$ cat src/rtl/core/ifrs_pkg.sv
`timescale 1ns / 1ps
// ----------------------------------------------------------------------------
// ifrs_pkg
// Shared types and constants of the inverter fault retry supervisor.
// ----------------------------------------------------------------------------
package ifrs_pkg;

   localparam int NUM_INVERTERS = 4;
   localparam int NUM_CODES     = 5;
   localparam int CODE_W        = 16;
   localparam int OP_W          = 2;
   localparam int PHASE_W       = 2;
   localparam int REPORT_W      = 2;
   localparam int CSR_IDX_W     = 3;

   localparam logic [CODE_W-1:0] WINDOW_MAX = {CODE_W{1'b1}};

   // register indexes of the configuration port
   localparam logic [CSR_IDX_W-1:0] CSR_RETRY_WINDOW = 3'd0;
   localparam logic [CSR_IDX_W-1:0] CSR_LOCKOUT_A    = 3'd1;
   localparam logic [CSR_IDX_W-1:0] CSR_LOCKOUT_B    = 3'd2;
   localparam logic [CSR_IDX_W-1:0] CSR_LOCKOUT_C    = 3'd3;
   localparam logic [CSR_IDX_W-1:0] CSR_LOCKOUT_D    = 3'd4;
   localparam logic [CSR_IDX_W-1:0] CSR_LOCKOUT_E    = 3'd5;

   localparam logic [CODE_W-1:0] RETRY_WINDOW_RESET = 16'd100;
   localparam logic [NUM_CODES-1:0][CODE_W-1:0] LOCKOUT_RESET = {
      16'd1100, 16'd3871, 16'd2311, 16'd1342, 16'd259
   };

   // request operations
   localparam logic [OP_W-1:0] OP_ENTER = 2'd0;
   localparam logic [OP_W-1:0] OP_TICK  = 2'd1;
   localparam logic [OP_W-1:0] OP_EXIT  = 2'd2;

   // phase codes as seen on the result
   localparam logic [PHASE_W-1:0] PH_RETRY     = 2'd0;
   localparam logic [PHASE_W-1:0] PH_LOCKOUT   = 2'd1;
   localparam logic [PHASE_W-1:0] PH_RECOVERED = 2'd2;

   // vehicle state report codes
   localparam logic [REPORT_W-1:0] RPT_NONE       = 2'd0;
   localparam logic [REPORT_W-1:0] RPT_INV_FAULT  = 2'd1;
   localparam logic [REPORT_W-1:0] RPT_HARD_FAULT = 2'd2;

   typedef struct packed {
      logic [CODE_W-1:0]                   retry_window;
      logic [NUM_CODES-1:0][CODE_W-1:0]    lockout_codes;
   } cfg_type;

   typedef struct packed {
      logic [OP_W-1:0]                     operation;
      logic [NUM_INVERTERS-1:0]            fault_bits;
      logic [NUM_INVERTERS-1:0][CODE_W-1:0] codes;
   } req_type;

   typedef struct packed {
      logic [PHASE_W-1:0]       phase;
      logic                     cycle_active;
      logic [CODE_W-1:0]        window_count;
      logic [NUM_INVERTERS-1:0] reset_levels;
      logic                     alert;
   } state_type;

   typedef struct packed {
      logic [PHASE_W-1:0]       phase;
      logic [REPORT_W-1:0]      report;
      logic                     retry_alert;
      logic                     return_request;
      logic [NUM_INVERTERS-1:0] reset_levels;
      logic [NUM_INVERTERS-1:0] retry_start_mask;
   } rsp_type;

endpackage

$ cat src/rtl/core/ifrs_csr.sv
`timescale 1ns / 1ps
// ----------------------------------------------------------------------------
// ifrs_csr
// Configuration registers: retry window length and the five lockout codes.
// ----------------------------------------------------------------------------
module ifrs_csr (
   input  logic                              clock,
   input  logic                              reset,
   input  logic                              csr_valid,
   output logic                              csr_ready,
   input  logic [ifrs_pkg::CSR_IDX_W-1:0]    csr_index,
   input  logic [ifrs_pkg::CODE_W-1:0]       csr_data,
   output ifrs_pkg::cfg_type                 cfg
);
   import ifrs_pkg::*;

   cfg_type cfg_ff, cfg_in;

   assign csr_ready = 1'b1;

   always_comb begin
      cfg_in = cfg_ff;
      if (csr_valid) begin
         unique case (csr_index)
            CSR_RETRY_WINDOW: cfg_in.retry_window     = csr_data;
            CSR_LOCKOUT_A:    cfg_in.lockout_codes[0] = csr_data;
            CSR_LOCKOUT_B:    cfg_in.lockout_codes[1] = csr_data;
            CSR_LOCKOUT_C:    cfg_in.lockout_codes[2] = csr_data;
            CSR_LOCKOUT_D:    cfg_in.lockout_codes[3] = csr_data;
            CSR_LOCKOUT_E:    cfg_in.lockout_codes[4] = csr_data;
            default: ;
         endcase
      end
   end

   always_ff @(posedge clock) begin
      if (reset) begin
         cfg_ff.retry_window  <= RETRY_WINDOW_RESET;
         cfg_ff.lockout_codes <= LOCKOUT_RESET;
      end else begin
         cfg_ff <= cfg_in;
      end
   end

   assign cfg = cfg_ff;

endmodule

$ cat src/rtl/core/ifrs_lockout_match.sv
`timescale 1ns / 1ps
// ----------------------------------------------------------------------------
// ifrs_lockout_match
// Compares every inverter error code against all lockout codes.
// ----------------------------------------------------------------------------
module ifrs_lockout_match (
   input  logic [ifrs_pkg::NUM_INVERTERS-1:0][ifrs_pkg::CODE_W-1:0] codes,
   input  logic [ifrs_pkg::NUM_CODES-1:0][ifrs_pkg::CODE_W-1:0]     lockout_codes,
   output logic                                                     lock
);
   import ifrs_pkg::*;

   logic [NUM_INVERTERS-1:0][NUM_CODES-1:0] hit;

   always_comb begin
      for (int i = 0; i < NUM_INVERTERS; i++) begin
         for (int j = 0; j < NUM_CODES; j++) begin
            hit[i][j] = (codes[i] == lockout_codes[j]);
         end
      end
   end

   assign lock = |hit;

endmodule

$ cat src/rtl/core/ifrs_step.sv
`timescale 1ns / 1ps
// ----------------------------------------------------------------------------
// ifrs_step
// Next supervisor state and result for one request.
// ----------------------------------------------------------------------------
module ifrs_step (
   input  ifrs_pkg::req_type   req,
   input  ifrs_pkg::cfg_type   cfg,
   input  ifrs_pkg::state_type cur,
   output ifrs_pkg::state_type nxt,
   output ifrs_pkg::rsp_type   rsp
);
   import ifrs_pkg::*;

   logic              lock;
   logic [CODE_W-1:0] count_inc;
   logic [REPORT_W-1:0]      report;
   logic                     ret_req;
   logic [NUM_INVERTERS-1:0] start_mask;

   ifrs_lockout_match u_match (
      .codes         (req.codes),
      .lockout_codes (cfg.lockout_codes),
      .lock          (lock)
   );

   // saturating window counter
   assign count_inc = (cur.window_count != WINDOW_MAX) ? cur.window_count + 1'b1
                                                       : cur.window_count;

   always_comb begin
      nxt        = cur;
      report     = RPT_NONE;
      ret_req    = 1'b0;
      start_mask = '0;
      unique case (req.operation)
         OP_ENTER: begin
            nxt.phase        = PH_RETRY;
            nxt.cycle_active = 1'b0;
            nxt.window_count = '0;
            nxt.alert        = 1'b1;
            report           = RPT_INV_FAULT;
         end
         OP_EXIT: begin
            nxt.alert        = 1'b0;
            nxt.reset_levels = '0;
            nxt.cycle_active = 1'b0;
            nxt.window_count = '0;
         end
         OP_TICK: begin
            if (cur.phase == PH_LOCKOUT) begin
               nxt.alert = 1'b0;
               report    = RPT_HARD_FAULT;
            end else if (cur.phase == PH_RECOVERED) begin
               nxt.alert = 1'b0;
               ret_req   = 1'b1;
            end else if (lock) begin
               nxt.reset_levels = '0;
               nxt.cycle_active = 1'b0;
               nxt.phase        = PH_LOCKOUT;
            end else if (req.fault_bits == '0) begin
               nxt.phase = PH_RECOVERED;
            end else if (!cur.cycle_active) begin
               start_mask       = req.fault_bits;
               nxt.reset_levels = cur.reset_levels | req.fault_bits;
               nxt.window_count = '0;
               nxt.cycle_active = 1'b1;
            end else begin
               nxt.window_count = count_inc;
               // a zero window expires on the first counted tick
               if (count_inc >= cfg.retry_window) begin
                  nxt.reset_levels = '0;
                  nxt.cycle_active = 1'b0;
               end
            end
         end
         default: ;
      endcase
   end

   always_comb begin
      rsp.phase            = nxt.phase;
      rsp.report           = report;
      rsp.retry_alert      = nxt.alert;
      rsp.return_request   = ret_req;
      rsp.reset_levels     = nxt.reset_levels;
      rsp.retry_start_mask = start_mask;
   end

endmodule

$ cat src/rtl/core/inverter_fault_retry_supervisor.sv
`timescale 1ns / 1ps
// Path: an accepted request passes through the request register and one
// combinational step into the result register, where its result is valid.
// Throughput: one request per cycle while rsp_ready holds; the supervisor state
// register updates in the same cycle a request moves into the result register.
// Reset: synchronous, clears the supervisor state and both pipeline valids and
// loads the default configuration; requests are taken right after reset.
// ----------------------------------------------------------------------------
// inverter_fault_retry_supervisor
// Retry supervisor for four motor inverters with lockout code check.
// ----------------------------------------------------------------------------
module inverter_fault_retry_supervisor (
   input  logic                                  clock,
   input  logic                                  reset,
   input  logic                                  req_valid,
   output logic                                  req_ready,
   input  logic [ifrs_pkg::OP_W-1:0]             req_operation,
   input  logic [ifrs_pkg::NUM_INVERTERS-1:0]    req_fault_bits,
   input  logic [ifrs_pkg::CODE_W-1:0]           req_code_front_left,
   input  logic [ifrs_pkg::CODE_W-1:0]           req_code_front_right,
   input  logic [ifrs_pkg::CODE_W-1:0]           req_code_rear_left,
   input  logic [ifrs_pkg::CODE_W-1:0]           req_code_rear_right,
   output logic                                  rsp_valid,
   input  logic                                  rsp_ready,
   output logic [ifrs_pkg::PHASE_W-1:0]          rsp_phase,
   output logic [ifrs_pkg::REPORT_W-1:0]         rsp_vehicle_state_report,
   output logic                                  rsp_retry_alert,
   output logic                                  rsp_return_request,
   output logic [ifrs_pkg::NUM_INVERTERS-1:0]    rsp_reset_levels,
   output logic [ifrs_pkg::NUM_INVERTERS-1:0]    rsp_retry_start_mask,
   input  logic                                  csr_valid,
   output logic                                  csr_ready,
   input  logic [ifrs_pkg::CSR_IDX_W-1:0]        csr_index,
   input  logic [ifrs_pkg::CODE_W-1:0]           csr_data
);
   import ifrs_pkg::*;

   cfg_type   cfg;
   req_type   req_ff, req_in;
   logic      req_valid_ff, req_valid_in;
   state_type state_ff, state_nxt;
   rsp_type   rsp_ff, rsp_nxt;
   logic      rsp_valid_ff, rsp_valid_in;
   logic      advance;
   logic      req_take;

   ifrs_csr u_csr (
      .clock     (clock),
      .reset     (reset),
      .csr_valid (csr_valid),
      .csr_ready (csr_ready),
      .csr_index (csr_index),
      .csr_data  (csr_data),
      .cfg       (cfg)
   );

   ifrs_step u_step (
      .req (req_ff),
      .cfg (cfg),
      .cur (state_ff),
      .nxt (state_nxt),
      .rsp (rsp_nxt)
   );

   // request moves on when the result register is free or being drained
   assign advance   = req_valid_ff && (!rsp_valid_ff || rsp_ready);
   assign req_ready = !req_valid_ff || advance;
   assign req_take  = req_valid && req_ready;

   always_comb begin
      req_in.operation  = req_operation;
      req_in.fault_bits = req_fault_bits;
      req_in.codes      = {req_code_rear_right, req_code_rear_left,
                           req_code_front_right, req_code_front_left};
   end

   assign req_valid_in = req_take || (req_valid_ff && !advance);
   assign rsp_valid_in = advance || (rsp_valid_ff && !rsp_ready);

   always_ff @(posedge clock) begin
      if (reset) begin
         req_valid_ff <= 1'b0;
         rsp_valid_ff <= 1'b0;
         state_ff     <= '{phase: PH_RETRY, cycle_active: 1'b0, window_count: '0,
                           reset_levels: '0, alert: 1'b0};
      end else begin
         req_valid_ff <= req_valid_in;
         rsp_valid_ff <= rsp_valid_in;
         if (advance) begin
            state_ff <= state_nxt;
         end
      end
   end

   always_ff @(posedge clock) begin
      if (req_take) begin
         req_ff <= req_in;
      end
      if (advance) begin
         rsp_ff <= rsp_nxt;
      end
   end

   assign rsp_valid                = rsp_valid_ff;
   assign rsp_phase                = rsp_ff.phase;
   assign rsp_vehicle_state_report = rsp_ff.report;
   assign rsp_retry_alert          = rsp_ff.retry_alert;
   assign rsp_return_request       = rsp_ff.return_request;
   assign rsp_reset_levels         = rsp_ff.reset_levels;
   assign rsp_retry_start_mask     = rsp_ff.retry_start_mask;

endmodule

$ cat config.mk
export PLATFORM = sky130hd
export DESIGN_NAME = inverter_fault_retry_supervisor
export DESIGN_NICKNAME = d
export VERILOG_FILES = /design/src/rtl/core/ifrs_pkg.sv /design/src/rtl/core/ifrs_csr.sv /design/src/rtl/core/ifrs_lockout_match.sv /design/src/rtl/core/ifrs_step.sv /design/src/rtl/core/inverter_fault_retry_supervisor.sv
export SDC_FILE = /design/constraint.sdc
export NUM_CORES = 1
export LEC_CHECK = 0
export BUFFER_PORTS_ARGS = -buffer_cell sky130_fd_sc_hd__buf_2
export CELL_PAD_IN_SITES_DETAIL_PLACEMENT = 0
export CELL_PAD_IN_SITES_GLOBAL_PLACEMENT = 1
export CORE_MARGIN = 4
export CORE_UTILIZATION = 52
export CTS_BUF_LIST = sky130_fd_sc_hd__clkbuf_4
export CTS_CLUSTER_DIAMETER = 60
export DETAILED_ROUTE_END_ITERATION = 8
export PLACE_DENSITY_LB_ADDON = 0.25
export SLEW_MARGIN = 25
export SYNTH_ARGS = -nofsm -noshare
export SYNTH_HDL_FRONTEND = slang
export SYNTH_SLANG_ARGS = --single-unit
$ cat constraint.sdc
create_clock -name clock -period 7.9 [get_ports clock]
set_input_delay 0.79 -clock clock [delete_from_list [all_inputs] [get_ports clock]]
set_output_delay 0.79 -clock clock [all_outputs]
set_load 0.01 [all_outputs]
Word level (Yosys, flattened, before mapping)
Cells that the tools add are included.

storage, ports and cells
  register bits = 206
  input port bits = 94
  output and inout port bits = 17
  word-level logic and storage cells = 112

operators by class
  add/subtract/negate cells = 1
  order comparisons = 1
  equality and inequality tests = 35
  muxes and demuxes = 20
  bitwise logic cells = 2
  reductions and logical operators = 28

operator list
  cell                                                                    number
  16-bit equality test                                                    20
  23-bit 2-to-1 mux                                                       2
  21-bit 2-to-1 mux                                                       2
  17-bit one-hot mux with 2 select lines                                  1
  16-bit 2-to-1 mux                                                       2
  25-bit OR reduction                                                     1
  20-bit OR reduction                                                     1
  16-bit by 1-bit adder with 16-bit output (second input constant)        1
  16-bit >= comparator                                                    1
  16-bit != test (second input constant)                                  1
  2-bit AND reduction                                                     6
  4-bit 2-to-1 mux                                                        2
  2-bit != test (second input constant)                                   4
  2-bit one-hot mux with 2 select lines                                   2
  4-bit one-hot mux with 2 select lines                                   1
  3-bit by 2-bit equality test with 1-bit output (second input constant)  2
  3-bit equality test (second input constant)                             2
  6-bit AND reduction                                                     1
  5-bit AND reduction                                                     1
  2-bit by 1-bit equality test with 1-bit output (second input constant)  2
  2-bit equality test (second input constant)                             2
  1-bit logical AND                                                       4
  1-bit logical NOT                                                       4
  4-bit logical NOT                                                       1
  13 further kinds                                                        21

Longest topological paths before layout
Gate-level depths: netlist (run 1).

  word-level depth = 10
  mapped depth = 17
  mapped depth without buffers = 16

Modules after synthesis
From an unflattened synthesis (run 1), not the netlist that was laid out.

second synthesis, totals
  cells, all modules = 1296
  area, all modules = 13201.4 um^2

modules (own cells, without submodules)
  module                           times used  cells an instance  area an instance (um^2)  seq. area each (um^2)
  ifrs_lockout_match               1           491                3995.1                   0.0
  ifrs_csr                         1           351                3774.9                   1921.8
  inverter_fault_retry_supervisor  1           198                3701.0                   3042.9
  ifrs_step                        1           256                1730.4                   0.0

Worst setup path after synthesis (run 1)
Ideal clock, no wire load.

  kind = flip-flop to flip-flop
  start = register state_ff[8] in the netlist's numbering
  end = register rsp_ff, in the netlist rsp_reset_levels[3], data pin
  setup time = 263 ps
  arrival = 3223 ps
  required time = 7637 ps
  slack = 4414 ps
  cell stages (with the launch flop) = 16
  path buffers = 1
  clock period less this slack = 3486 ps
  cell sequence = dfxtp_1 -> nand4_1 -> nor4_2 -> nand3_2 -> and3_1 -> clkbuf_1 -> and4_1 -> xor2_1 -> ha_1 -> and4_1 -> and2_1 -> o2111ai_1 -> a41o_1 -> o21bai_1 -> o211a_1 -> o22ai_1

RTL lines
  what                    line                                    text
  start, declared         inverter_fault_retry_supervisor.sv:41   state_type state_ff, state_nxt;
  start signal, assigned  inverter_fault_retry_supervisor.sv:84   state_ff <= '{phase: PH_RETRY, cycle_active: 1'b0, window_count: '0,
  start signal, assigned  inverter_fault_retry_supervisor.sv:90   state_ff <= state_nxt;
  end signal, assigned    inverter_fault_retry_supervisor.sv:100  rsp_ff <= rsp_nxt;
  end, declared           inverter_fault_retry_supervisor.sv:42   rsp_type rsp_ff, rsp_nxt;

==> summary.md, run 1 <==
| Metric | Value |
|---|---|
| Outcome | `complete, no violations` |
| FF-to-FF path depth | `14` |
| Drc violations | `0` |
| Final min period | `4.122 ns` |
| Worst path slowest cell | `nor4_2` |
| Die width | `163.5 µm` |
| Synth Area in Compound Gates | `0.06168` |
| Htree depth | `2` |
| CTS tree | `done` |
| Fin Clk Skew | `0.02783 ns` |
| Fill cells | `2259` |
| Crit path kind | `reg -> reg` |
| Final GP Congestion | `1.020` |
| Clk_lat worst skew | `a little under 0.7 ns` |
| Hold Fails Final Rpt | `0` |
| Worst setup SP type | `flip-flop` |
| DRT Wirelength | `38.59 mm` |
| Post-cts sizing count | `0` |
| IO Port Bufs | `109` |
| Num CTS Buffers | `54` |
| Rows | `56` |
| R2r startpoint | `state_ff[8]$_SDFFE_PP0P_` |
| Hold depth | `1` |
| Count of cell types in the netlist | `56` |
| Cell taking the most area after synthesis | `xnor2_1` |
| Clock power share | `0.387` |
| Crit path launch | `state_ff[8]$_SDFFE_PP0P_` |
| Adder-cell share of the synthesized area | `0.01990` |
| Gate count of the mapped netlist | `1388` |
| Worst Path Max Fanout | `9` |
| Post-DRT Antenna Nets | `0` |
| Layout area overhead | `3.950%` |
| Leak Pwr | `4.484 nW` |
| Antenna violations before repair | `1` |
| Root buf cell | `clkbuf_4` |
| Final Util | `0.5537` |
| Post-Syn Nets | `1502` |
| Worst-margin pin slew | `0.9487 ns` |
| Most frequent cell after synthesis | `xnor2_1` |
| Cell Pwr Density | `186.5 mW/mm²` |
| Seq/Total Area, Yosys | `0.3947` |
| Largest net degree at the start of global routing | `87` |
| Hold-fix buffers, CTS | `0` |
| Synth warn | `0` |
| Mapped Avg Cell Area | `approximately 9.1 µm²` |
| Total Routing Usage GR | `0.2870` |
| Sink Count | `206` |
| First-pass GRT wire length | `57.13 mm` |
| Grt total ovfl | `0` |
| Fmax | `approximately 0.24 GHz` |
| Critical Path End Type | `flip-flop` |
| DP HPWL | `28.51 mm` |
| Post-synth ARST share | `0` |
| Share of layout cells above drive strength 1 | `0.1555` |
| Sequential share of power | `0.509` |
| Slew headroom | `0.3675` |
| Max incr delay on CP | `0.53 ns` |
| Switching Fraction | `0.2720` |
| Vias in the first global route | `9427` |
| HP Start | `req_code_front_left[4]` |
| Top_reg_cell synth | `dfxtp_1` |
| Setup TNS | `0 ns` |
| Mux contribution to synthesized area | `0.006665` |
| Post-CTS setup buffer count | `0` |
| Maximum vdd drop | `95.04 µV` |
| Hold/Removal Path Class | `in -> reg` |
| Top post-synthesis cells by count | `xnor2_1, nand2_1, buf_4` |
| Area of the mapped netlist | `0.01258 mm²` |
| Worst endpoint data arrival time | `4.53 ns` |
| Final max-slew violation count | `0` |
| DRT iter0 DRCs | `roughly 1100` |
| Number of nets in the layout | `1487` |
| Die Y | `approximately 160 µm` |
| Cell internal pwr | `0.001775 W` |
| Clock Path Buffers | `3` |
| Unrepaired setup endpoints after global routing | `no` |
| DRT Pass-1 Iters | `5` |
| Routed vias | `9791` |
| Drt wl/cell | `about 22 µm` |
| Die area | `0.02674 mm²` |
| NetSw | `0.0006632 W` |
| Main combinational cell family by area after synthesis | `XOR/XNOR gates` |
| Core Area | `0.02361 mm²` |
| Post-Synth Simple-Gate Area | `0.1796` |
| Synthesis-stage register bit count | `between 200 and 250` |
| Post-DR vias/cell | `5.643` |
| Number of enable flip-flop cells after synthesis | `84` |
| Synth Area in XOR/XNOR | `0.2312` |
| Reg area | `about 0.0050 mm²` |
| Clock transition at path regs | `about 0.07 ns` |
| Worst path required time | `8.31 ns` |
| I/O pin count | `111` |
| Comb power frac | `0.103` |
| Cell mode on critical path | `and4_1` |
| Max cap viols | `0` |
| Top cell type's share of synthesized area | `0.2270` |
| Synth top area cells | `xnor2_1, edfxtp_1, dfxtp_1, buf_4, nand2_1` |
| CP Cell Sequence | `nand4_1, nor4_2, nand3_2, and3_1, and4_1, xor2_1, ha_1, and4_1, and2_1, o2111ai_1, a41o_1, o21bai_1, o211a_1, o22ai_1` |
| Starting Density | `0.5326` |
| Period utilisation layout | `0.5218` |
| Setup violations, final | `0` |
| Area of the multi-input gates | `0.006286 mm²` |
==> logic make-up (layout without fill, tap and decap cells) <==
logic type / Yosys count / after routing
flops: 206 / 206
mux: 8 / 8
simple gates: 470 / 470
xor+xnor: 332 / 332
other cells: 1 / 2
buf+inv: 220 / 247
fa+ha+maj: 20 / 20
compound gates: 131 / 131
==> stage by stage <==
step | setup WS (ns) | total power, W | hold WS [ns] | cells | area, µm²
2_1_floorplan | 4.414 | 0.001436 | 0.4363 | 1388 | 12580
3_3_place_gp | 4.013 | 0.001508 | 0.4447 | 1636 | 12360
3_5_place_dp | 3.912 | 0.001510 | 0.4482 | 1636 | 12360
4_1_cts | 3.858 | 0.002462 | 0.2297 | 1734 | 13070
5_1_grt | 3.428 | 0.002549 | 0.2386 | 1735 | 13070
6_report | 3.778 | 0.002438 | 0.2802 | 1735 | 13070
==> flip-flops by register name (all words and copies together), names as in the netlist <==
signal,count
req_ff,70
rsp_return_request,1
state_ff,24
rsp_retry_alert,1
rsp_retry_start_mask,4
rsp_vehicle_state_report,2
req_valid_ff,1
rsp_valid,1
rsp_phase,2
rsp_reset_levels,4
u_csr.cfg,96
==> power groups by stage <==
stage | Clock (W) | Sequential, W | Combinational [W]
global placement | 0 | 0.00126 | 0.000246
global route | 0.00103 | 0.00124 | 0.000273
floorplan | 0 | 0.00118 | 0.000254
detailed placement | 0 | 0.00126 | 0.000249
finish | 0.000945 | 0.00124 | 0.000251
CTS | 0.000973 | 0.00124 | 0.000251
==> per-layer routing <==
metal | vias up | part of all wire | global-route usage
met2 | 460 | 0.44 | 0.4281
met1 | 4658 | 0.44 | 0.4123
li1 | 4579 | - | -
met4 | 0 | 0.040 | 0.1170
met3 | 94 | 0.084 | 0.05122
met5 | - | 0 | 0
==> path summary, 6_finish.rpt <==
check / endpoint / slack [ns]
worst max register to register: rsp_reset_levels[3]$_DFFE_PP_ / 3.78
worst min-delay path: req_ff[4]$_DFFE_PP_ / 0.28
worst max-delay path: rsp_reset_levels[3]$_DFFE_PP_ / 3.78
worst min register to register: u_csr.cfg[81]$_SDFFE_PP0P_ / 0.46
==> cells in the final DEF, fill, tap and decap left out, types with 3 or more instances in the layout <==
master and count:
a21o_1 5, or3_1 3, nor2b_1 6, clkbuf_4 88
or2_2 5, nor4_1 28, mux2_2 3, xor2_1 6
edfxtp_1 84, a21oi_1 78, and2_1 7, nand4_1 84
clkinv_1 6, ha_1 20, nor3_1 8, nand2b_1 7
inv_1 34, xnor2_1 326, o21ai_0 16, clkinv_2 3
buf_2 109, nand3_1 48, o31a_1 3, and3_1 6
nor2_1 34, nand2_1 223, dfxtp_1 122, and4_1 5
mux2i_1 5, a211oi_1 4, buf_4 5
==> layout make-up <==
cell class / instances / share of cell area
antenna: 1 / 0.0001914
clock buffer: 88 / 0.05053
clock inverter: 10 / 0.003541
inverter: 35 / 0.01005
multi-input combinational: 962 / 0.4808
sequential: 206 / 0.3797
tap: 319 / 0.03053
timing repair buffer: 114 / 0.04460
==> worst max-delay path, delay by kind of cell, from the launching register on <==
family / cells / cell delay (ns)
and+or+nand+nor: 7 / 1.92
AOI/OAI and AO/OA: 5 / 1.02
DFF: 1 / 0.46
adders and majority gates: 1 / 0.29
xor gates and xnor gates: 1 / 0.16
No activity file was read; power rests on OpenSTA's default activity.
==> run 2: changes to the inputs <==
--- a/config.mk
+++ b/config.mk
@@ -5,11 +5,12 @@
 export SDC_FILE = /design/constraint.sdc
 export NUM_CORES = 1
 export LEC_CHECK = 0
+export ABC_AREA = 1
 export BUFFER_PORTS_ARGS = -buffer_cell sky130_fd_sc_hd__buf_2
 export CELL_PAD_IN_SITES_DETAIL_PLACEMENT = 0
 export CELL_PAD_IN_SITES_GLOBAL_PLACEMENT = 1
 export CORE_MARGIN = 4
-export CORE_UTILIZATION = 52
+export CORE_UTILIZATION = 45
 export CTS_BUF_LIST = sky130_fd_sc_hd__clkbuf_4
 export CTS_CLUSTER_DIAMETER = 60
 export DETAILED_ROUTE_END_ITERATION = 8
==> constraint.sdc (replaced) <==
create_clock -name clock -period 3.8 [get_ports clock]
set_input_delay 0.38 -clock clock [delete_from_list [all_inputs] [get_ports clock]]
set_output_delay 0.38 -clock clock [all_outputs]
set_load 0.01 [all_outputs]
==> run 2 against run 1 <==
Compared with the run above: worst setup slack got worse by 3.3 ns; non-clock buffer count is 95 higher; clock skew up 0.020 ns; fmax is 26% higher; routed wire length up 7.3%; synthesized cell count rose by 44%; final cell count is 52% higher; synthesized area increased by 5.3%; largest power group unchanged; critical endpoint is now state_ff[1]$_SDFFE_PP0P_; register-to-register slack lost 3.3 ns; power rose by 130%.
==> summary.md, run 2 <==
| Metric | Value |
|---|---|
| Cell Count, Final, Fillers Out | `between 2000 and 3000` |
| Post-synth ARST share | `0` |
| DP HPWL | `30.25 mm` |
| R2r startpoint | `state_ff[5]$_SDFFE_PP0P_` |
| Total Routing Usage GR | `0.2525` |
| Delay-heaviest family, CP | `simple AND/OR/NAND/NOR gates` |
| Total power | `0.005577 W` |
| Synthesis-stage register bit count | `206` |
| Seq/Total Area, Yosys | `0.3750` |
| IO Port Bufs | `109` |
| Area of the mapped netlist | `0.01324 mm²` |
| Worst setup SP type | `flip-flop` |
| DRT Wirelength | `41.42 mm` |
| Core Area | `0.02886 mm²` |
| Fin Clk Skew | `about 0.048 ns` |
| Top post-synthesis cells by count | `nand2_1, nor2_1, inv_1` |
| Post-DR vias/cell | `4.866` |
| Setup TNS | `0 ns` |
| Top cell type's share of synthesized area | `0.2302` |
| Max incr delay on CP | `0.37 ns` |
| Rows | `between 60 and 70` |
| DRT iter0 DRCs | `894` |
| CP Cell Sequence | `inv_1, nor3_1, inv_1, nor3_2, nand3_1, xor2_1, nand2_1, ha_1, nand2_1, nor4_1, nand2_1, nand2_1, nand3_1, nand2_1, inv_1, nand4_1, nand2_1, nand2_1, nand3_1, nand2_1, inv_1` |
| Maximum vdd drop | `239.4 µV` |
| Hold Worst Slack | `0.08658 ns` |
| Fmax | `0.3055 GHz` |
| Vias in the first global route | `12270` |
| Dpl cells | `roughly 2400` |
| Number of nets in the layout | `2311` |
| Post-DP Area | `around 0.014 mm²` |
| Worst endpoint data arrival time | `3.87 ns` |
| Final min period | `3.274 ns` |
| Fin area | `around 0.016 mm²` |
| Cell taking the most area after synthesis | `nand2_1` |
| Clk_lat worst skew | `0.74 ns` |
| Final GP Congestion | `0.9155` |
| Die area | `0.03223 mm²` |
| Post-DRT Antenna Nets | `0` |
| Worst-margin pin slew | `around 1.0 ns` |
| FF-to-FF path depth | `21` |
| Hold path endpoint | `u_csr.cfg[28]$_SDFFE_PP0P_` |
| Worst path slowest cell | `nor3_1` |
| HP Start | `csr_data[12]` |
| Most common cell after layout, fill and taps aside | `nand2_1` |
| Leak Pwr | `approximately 7.5 nW` |
| Htree depth | `2` |
| Final max-slew violation count | `0` |
| Synth top area cells | `nand2_1, edfxtp_1, dfxtp_1, xor2_1, nor2_1` |
| Crit path kind | `reg -> reg` |
| Routed vias | `approximately 13000` |
| First-pass GRT wire length | `~66 mm` |
| Hold Fails Final Rpt | `0` |
| Clock transition at path regs | `0.06 ns` |
| Hold depth | `3` |
| Drt wl/cell | `15.72 µm` |
| Grt total ovfl | `0` |
| Root buf cell | `clkbuf_4` |
| Die Y | `179.5 µm` |
| Share of layout cells above drive strength 1 | `0.1316` |
| Worst path required time | `between 4 and 5 ns` |
| Unrepaired setup endpoints after global routing | `no` |
| Post-CTS setup buffer count | `0` |
| Cell Pwr Density | `355.5 mW/mm²` |
| Worst Path Max Fanout | `4` |
| Setup violations, final | `0` |
| Top_reg_cell synth | `dfxtp_1` |
| Most frequent cell after synthesis | `nand2_1` |
| Leading cell types in the layout, fill and taps excluded | `nand2_1, nor2_1, inv_1` |
| Hold/Removal Path Class | `in -> reg` |
| Post-Syn Nets | `2119` |
| Sink Count | `206` |
| Starting Density | `0.4588` |
| Crit path buf inv count | `4` |
| Slew headroom | `0.3038` |
| Gate count of the mapped netlist | `2005` |
| Max cap viols | `0` |
| Count of cell types in the netlist | `36` |
| Clock Path Buffers | `3` |
| Drc violations | `0` |
| Num CTS Buffers | `60` |
| Critical Path End Type | `flip-flop` |
| Antenna violations before repair | `1` |
| I/O pin count | `111` |
| Number of enable flip-flop cells after synthesis | `84` |
| CTS tree | `done` |
| DRT Pass-1 Iters | `5` |
| Largest net degree at the start of global routing | `39` |
| Endpoint of the worst-slack reg-to-reg timing path | `state_ff[1]$_SDFFE_PP0P_` |
| Max FFs per register | `96` |
| Reg2reg setup slack | `between 0.5 and 0.6 ns` |
| Period utilisation layout | `0.8615` |
| Synth warn | `0` |
| Layout area overhead | `18.47%` |
| Mapped Avg Cell Area | `6.604 µm²` |
| Crit path launch | `state_ff[5]$_SDFFE_PP0P_` |
| Cell mode on critical path | `nand2_1` |
| Die width | `between 150 and 200 µm` |
| Outcome | `complete, no violations` |
run 2: cell count changes after synthesis, sizes merged, moves of 27 or more:
cell / change
a21oi: +30
buf: -104
nor2: +202
nand3: -29
nand2: +594
nand4: -65
o21ai: +70
xnor2: -309
inv: +197
o211ai: +27
xor2: +109
run 2: final cells by class:
type / instances / area (µm²)
repair buffers: 209 / 1529
inverters: 231 / 867.1
fillers: 2893 / 13170
well taps: 384 / 480.5
diodes: 2 / 5.005
multi-input cells: 1489 / 7028
flip-flops and latches: 206 / 4965
clock buffers: 79 / 593.1
clock inverters: 35 / 219.0
run 2: how the worst max path moves through the flow:
stage          slack (ns)                       endpoint  cells past startpoint
3_5_place_dp         0.56       state_ff[4]$_SDFFE_PP0P_                     21
2_1_floorplan        1.08  rsp_reset_levels[3]$_DFFE_PP_                     19
6_report             0.53       state_ff[1]$_SDFFE_PP0P_                     21
5_1_grt              0.13       state_ff[1]$_SDFFE_PP0P_                     21
3_3_place_gp         0.62       state_ff[1]$_SDFFE_PP0P_                     21
4_1_cts              0.46  rsp_reset_levels[3]$_DFFE_PP_                     19
run 2: logic make-up after synthesis:
logic type                 Yosys count  share of synthesized area
AOI/OAI and AO/OA                  226                    0.09535
xor gates and xnor gates           132                    0.08732
adders and majority gates           20                    0.01890
buffers and inverters              310                    0.09497
DFF                                206                     0.3750
other                                1                  0.0002832
and+or+nand+nor                   1110                     0.3282
run 2: repair_timing:
action,4_1_cts,5_1_grt
gates resized for setup,0,1
hold buffers,88,0
endpoints found under the setup margin,0,2
hold endpoints to repair,128,0
run 2: per-stage QoR:
stage / utilization / setup WS [ns]
6_report: 0.5436 / 0.5265
5_1_grt: 0.5436 / 0.1279
4_1_cts: 0.5432 / 0.4637
3_5_place_dp: 0.4846 / 0.5619
3_3_place_gp: 0.4846 / 0.6163
2_1_floorplan: - / 1.082
run 2: power by group:
group          switching (W)  internal, W
Combinational       0.000464     0.000314
Sequential          0.000149      0.00241
Clock                0.00106      0.00118
Total                0.00167      0.00391
run 2: layer usage:
metal,global-route usage,part of all wire
met5,0,0
met4,0.07589,0.023
met1,0.3448,0.45
met3,0.04204,0.063
met2,0.4132,0.46
run 2: tightest hold or removal path, stage by stage:
cell     delay (ns)
buf_2          0.16
o21ai_0        0.16
a21oi_1        0.04
